===== src/rtl/core/ffea_pkg.sv =====
package ffea_pkg;

    // Fixed widths of the request and response fields.
    localparam int unsigned FieldBits = 32;
    localparam int unsigned CountBits = 7;

    typedef enum logic {
        REQ_ALLOC = 1'b0,
        REQ_FREE  = 1'b1
    } t_req_type;

    typedef enum logic [1:0] {
        ST_OK       = 2'd0,
        ST_REJECT   = 2'd1,
        ST_FULL     = 2'd2,
        ST_OVERFLOW = 2'd3
    } t_status;

    // Update strobes broadcast to every cell of the extent chain.
    typedef struct packed {
        logic set_en;
        logic drop_en;
        logic ins_en;
    } t_cell_ctl;

endpackage


===== src/rtl/core/ffea_cell.sv =====
module ffea_cell
    import ffea_pkg::*;
#(
    parameter int unsigned W   = 32,
    parameter int unsigned IW  = 6,
    parameter int unsigned CW  = 7,
    parameter int unsigned POS = 0
) (
    input  logic            i_clk,
    input  logic [W-1:0]    i_req_start,
    input  logic [W-1:0]    i_req_len,
    input  logic [CW-1:0]   i_count,
    input  t_cell_ctl       i_ctl,
    input  logic [IW-1:0]   i_set_idx,
    input  logic [W-1:0]    i_set_start,
    input  logic [W-1:0]    i_set_len,
    input  logic [IW-1:0]   i_drop_idx,
    input  logic [W-1:0]    i_left_start,
    input  logic [W-1:0]    i_left_len,
    input  logic [W-1:0]    i_right_start,
    input  logic [W-1:0]    i_right_len,
    output logic [W-1:0]    o_start,
    output logic [W-1:0]    o_len,
    output logic [W:0]      o_end,
    output logic            o_fit,
    output logic            o_lt
);

    logic [W-1:0] r_start;
    logic [W-1:0] r_len;
    logic [W:0]   r_end;
    logic         r_fit;
    logic         r_lt;
    logic         w_valid;

    assign w_valid = CW'(POS) < i_count;

    // Compare this extent against the pending request every cycle.
    always_ff @(posedge i_clk) begin
        r_fit <= w_valid && (r_len >= i_req_len);
        r_lt  <= w_valid && (r_start < i_req_start);
        r_end <= {1'b0, r_start} + {1'b0, r_len};
    end

    // Take a new value, the right neighbor's (removal) or the left neighbor's (insertion).
    always_ff @(posedge i_clk) begin
        if (i_ctl.set_en && (IW'(POS) == i_set_idx)) begin
            r_start <= i_set_start;
            r_len   <= i_set_len;
        end else if (i_ctl.drop_en && (IW'(POS) >= i_drop_idx)) begin
            r_start <= i_right_start;
            r_len   <= i_right_len;
        end else if (i_ctl.ins_en && (IW'(POS) > i_set_idx)) begin
            r_start <= i_left_start;
            r_len   <= i_left_len;
        end
    end

    assign o_start = r_start;
    assign o_len   = r_len;
    assign o_end   = r_end;
    assign o_fit   = r_fit;
    assign o_lt    = r_lt;

endmodule


===== config.mk =====
export PLATFORM = sky130hd
export DESIGN_NAME = ffea_cell
export DESIGN_NICKNAME = d
export VERILOG_FILES = /design/src/rtl/core/ffea_pkg.sv /design/src/rtl/core/ffea_cell.sv
export SDC_FILE = /design/constraint.sdc
export NUM_CORES = 1
export LEC_CHECK = 0
export ABC_AREA = 1
export BUFFER_PORTS_ARGS = -buffer_cell sky130_fd_sc_hd__buf_2
export CORE_AREA = 2 2 146 148
export DETAILED_ROUTE_END_ITERATION = 12
export DIE_AREA = 0 0 148 150
export GPL_ROUTABILITY_DRIVEN = 0
export GPL_TIMING_DRIVEN = 0
export HOLD_SLACK_MARGIN = 0.05
export PLACE_DENSITY = 0.78
export SLEW_MARGIN = 20
export SYNTH_ARGS = -nofsm -noshare
export SYNTH_HDL_FRONTEND = slang
export SYNTH_SLANG_ARGS = --single-unit

===== constraint.sdc =====
create_clock -name i_clk -period 7.9 [get_ports i_clk]
set_input_delay 1.58 -clock i_clk [delete_from_list [all_inputs] [get_ports i_clk]]
set_output_delay 1.58 -clock i_clk [all_outputs]
set_load 0.02 [all_outputs]

# Word level (Yosys, flattened, before mapping)
# Index checks and enable logic that the tools add are counted.
# Widths: inputs -> output; s select.
[totals] register_bits=99 input_bits=279 out_inout_bits=99 elab_cells=24
[classes] n_addsub=1 n_lt_le_gt_ge=5 muxes=6 reduce_logical=7
[ops] operator="$mux 32" count=6
[ops] operator="$add 32x32->33" count=1
[ops] operator="$ge 32x32->1" count=1
[ops] operator="$lt 32x32->1" count=1
[ops] operator="$lt 1x7->1 const A" count=1
[ops] operator="$ge 1x6->1 const A" count=1
[ops] operator="$gt 1x6->1 const A" count=1
[ops] operator="$logic_not 6->1" count=1
[ops] operator="$logic_and 1x1->1" count=5
[ops] operator="$reduce_bool 3->1" count=1

# Logic depth before layout (Yosys ltp)
[depth] ltp_word=5 mapped_depth=12 mapped_depth_nobuf=12

# Worst setup path after synthesis
# Ideal clock, no wire load.
[synth_timing] path_kind="input to register" start="in i_drop_idx[0]" end="reg r_len[0] (netlist: o_len[0]), enable pin" setup_ps=424 arrival_ps=3383 t_required_ps=7476 slack_ps=4093 path_stages=4 path_buffers=1 path_cell_list="nor2_1 > nand4_2 > clkbuf_1 > nand2_1"
[synth_via] elab_chain_len=3
[synth_rtl] item="start: declaration" line="ffea_cell.sv:17" source="input logic [IW-1:0] i_drop_idx,"
[synth_rtl] item="$ge 1x6->1" line="ffea_cell.sv:50" source="end else if (i_ctl.drop_en && (IW'(POS) >= i_drop_idx)) begin"
[synth_rtl] item="$logic_and 1x1->1" line="ffea_cell.sv:50"
[synth_rtl] item="$reduce_bool 3->1 (no source line)"
[synth_rtl] item="end signal: assignment" line="ffea_cell.sv:49" source="r_len <= i_set_len;"
[synth_rtl] item="end signal: assignment" line="ffea_cell.sv:52" source="r_len <= i_right_len;"
[synth_rtl] item="end signal: assignment" line="ffea_cell.sv:55" source="r_len <= i_left_len;"
[synth_rtl] item="end: declaration" line="ffea_cell.sv:30" source="logic [W-1:0] r_len;"
# No other way between the ends.
# A chain may end at the register's enable or synchronous reset.

# Worst setup path after layout
[layout_timing] start="in i_drop_idx[5]" end="reg r_start[11] (netlist: o_start[11]), enable pin"
[layout_via] elab_chain_len=3
[layout_rtl] item="$ge 1x6->1" line="ffea_cell.sv:50"
[layout_rtl] item="$logic_and 1x1->1" line="ffea_cell.sv:50"
[layout_rtl] item="$reduce_bool 3->1 (no source line)"
[layout_rtl] item="end signal: assignment" line="ffea_cell.sv:48" source="r_start <= i_set_start;"
[layout_rtl] item="end signal: assignment" line="ffea_cell.sv:51" source="r_start <= i_right_start;"
[layout_rtl] item="end signal: assignment" line="ffea_cell.sv:54" source="r_start <= i_left_start;"
[layout_rtl] item="end: declaration" line="ffea_cell.sv:29" source="logic [W-1:0] r_start;"
# No other way between the ends.

==> results.md <==
- #FFs+latches synth: 99
- Worst Path Buf+Inv: 3
- Seq. cell area: 2620 um2
- Reg2reg end: o_end[24]
- CORE AREA: ~21,000 um2
- CP Data Required Time: 7.95 ns
- Max_slew headroom: a little under two thirds
- Most frequent cells in the layout: nand2_1 (409), buf_2 (382), inv_1 (246)
- CP max FO: 33
- Total CTS buffers: 9
- Distinct cells, synth: 38
- HPWL after DPL: 26,200 um
- Yosys warns: 0
- Sequential fraction of the synthesis area: 31.3%
- Min-Delay Path Depth: 1
- Fmax achieved: roughly 330 MHz
- Critical path startpoint category: primary input
- Leakage: 6.30 nW
- Worst-Skew Late Latency: 0.36 ns
- Unrepaired setup endpoints after global routing: no
- Max Cap Viol: 0
- Slew @ Worst Pin: 0.543 ns
- Mean Syn Cell Area: 6.81 um2
- Maximum VDD drop: roughly 0.09 mV
- Total Wirelength: 30,600 um
- First-pass iteration count of the detailed router: 7
- Die Footprint: 22,200 um2
- Post-Syn Instances: 1,228
- Crit end category: flip-flop
- Global-route wire length before repair: 44,900 um
- Share of layout cells above drive strength 1: 27.1%
- TNS Setup: 0 ns
- CTS tree: built
- Port buffer count: 376
- Endpoints failing hold: 0
- Share of the synthesized area in the top cell type: approximately 23%
- Remaining antenna violation count: 0
- Fillcell total: 2,070
- Cell area after synthesis: 8370 um2
- Postcts setup bufs: 0
- CP max-delay cell: nand2_4
- Slew Viols, Final: 0
- Vias: slightly above 9,000
- Commonest non-fill, non-tap cell in the layout: nand2_1
- Final setup fails: 0
- Longest Clk Path Bufs: 2
- Final core occ: 52.7%
- # DRC: 0
- Io pins: 378
- Initial Utilization: 40.4%
- Iteration-0 DRC Markers: 740
- Post-DP Area: roughly 11,000 um2
- Final Non-Filler Cells: between 1,500 and 2,000
- Largest net degree at the start of global routing: 34
- Sink Count: between 90 and 100
- Die Span Y: 150 um
- Clk_skew: 0.0100 ns
- Hold_sp: o_len[0]
- Power per Cell Area: 113 nW/um2
- Vias in the first global route: roughly 8,700
- CTS root buf: clkbuf_16
- CTS hold repair buffers: 0
- Crit path largest cell delay: 0.45 ns
- RR Startpoint: o_start[0]
- # H-tree levels: 3
- Period Utilization, post-route: 38.5%
- Fin crit period: 3.04 ns
- Synth area leader: edfxtp_1
- Antenna violations before repair: 3
- Critical-path cell list: buf_2, nor2_1, nand4_2, clkbuf_1, nand2_4, buf_12
- Final instance area: 10,900 um2
- Outcome: complete, no violations
- Met3 GRT Util: 2.41%
- Hold/Removal Path Class: flip-flop to flip-flop
- CP arrival: 3.09 ns
- GR Overflow Total: 0
- Routed wire length per instance: 16.1 um
- DP Cell Count: 1,880
- Vias per inst: 4.91
- Hold-critical path endpoint: o_end[0]
- Die W: 148 um
- Reg2Reg Depth: 10
- CP top delay family: simple AND/OR/NAND/NOR gates
- GR Layer Usage met2: 47.2%
- Post-Synthesis Net Count: ~1,600
- Area Growth Syn to Fin: 30.3%
- Post_cts resized: 0
- R2r setup slk: 5.44 ns
- CP Class: primary input to flip-flop
- Met1 Use GR: between 30% and 40%
- GRT Max-Usage Layer: met2
- Clock Pin Slew Worst Setup and Hold Paths: 0.08 ns
- Design Power: 1.24 mW
- Final nets: approximately 2,000
- Row cnt: 53
- GRT Total Usage: 26.7%
- Ranking of synthesized cells by area: edfxtp_1 (23%), nand2_1 (18%), ha_1 (14%)
- Area occupied by multi-input gates: around 4600 um2
-- Yosys cell counts, drive strengths merged --
library cell / n
a21o: 3
nand4: 4
o21a: 5
nor4: 3
or2: 2
nor3b: 1
a21oi: 46
and3: 4
xor2: 14
nand2: 422
o21bai: 6
nor2: 61
ha: 95
nor3: 10
o21ai: 133
fa: 1
clkbuf: 6
edfxtp: 64
inv: 247
buf: 22
nand3: 38
xnor2: 1
dfxtp: 35
nand3b: 4
a211oi: 1
-- worst register-to-register path: cells and delay by family (launching register included) --
family                   cells  cell delay (ns)
AND/OR/NAND/NOR              8             1.00
adder cells (fa/ha/maj)      2             0.80
flip-flops                   1             0.52
-- sequential cells by signal, summed over array words and instances, names as in the netlist --
signal,cells
o_len,32
o_lt,1
o_fit,1
o_end,33
o_start,32
-- cells by family after synthesis --
group                    Yosys count  share of synthesized area (%)
adder cells (fa/ha/maj)           96                           14.4
buffers and inverters            275                           13.4
AO/OA/AOI/OAI                    194                           12.1
AND/OR/NAND/NOR                  549                           27.2
flip-flops                        99                           31.3
XOR/XNOR                          15                           1.57
-- worst max-delay path by stage --
| stage | start | cells after the start | endpoint |
|---|---|---|---|
| after floorplan | i_drop_idx[0] | 4 | o_len[0] |
| after global placement | i_drop_idx[5] | 5 | o_start[1] |
| after detailed placement | i_drop_idx[5] | 6 | o_start[12] |
| after CTS | i_drop_idx[5] | 6 | o_start[18] |
| after global routing | i_drop_idx[5] | 6 | o_start[13] |
| final | i_drop_idx[5] | 6 | o_start[11] |
-- power breakdown --
group / leakage (nW) / switching [mW] / internal, mW
Combinational: 5.31 / 0.128 / 0.109
Clock: 0.118 / 0.213 / 0.214
Sequential: 0.872 / 0.00863 / 0.564
Total: 6.30 / 0.349 / 0.886
-- through the flow --
stage | hold WS [ns] | worst slack, ns
finish | 0.557 | 4.86
global route | 0.574 | 4.76
CTS | 0.552 | 4.86
detailed placement | 0.528 | 4.48
global placement | 0.511 | 3.17
floorplan | 0.635 | 4.09
-- metal layers --
layer | vias to the layer above | part of all wire [%]
li1 | 4653 | -
met1 | 4143 | 41
met2 | 444 | 49
met3 | 93 | 5.9
met4 | 0 | 4.1
met5 | - | 0
-- final cells by class --
cell class | count | share of cell area [%]
Sequential cell | 99 | 24.1
Clock buffer | 10 | 2.10
Multi-Input combinational cell | 854 | 42.5
Clock inverter | 6 | 0.390
Timing Repair Buffer | 377 | 17.4
Buffer | 28 | 1.79
Tap cell | 275 | 3.16
Inverter | 247 | 8.51
Antenna cell | 3 | 0.0689
Note: power is estimated with default switching activity, not from simulation.
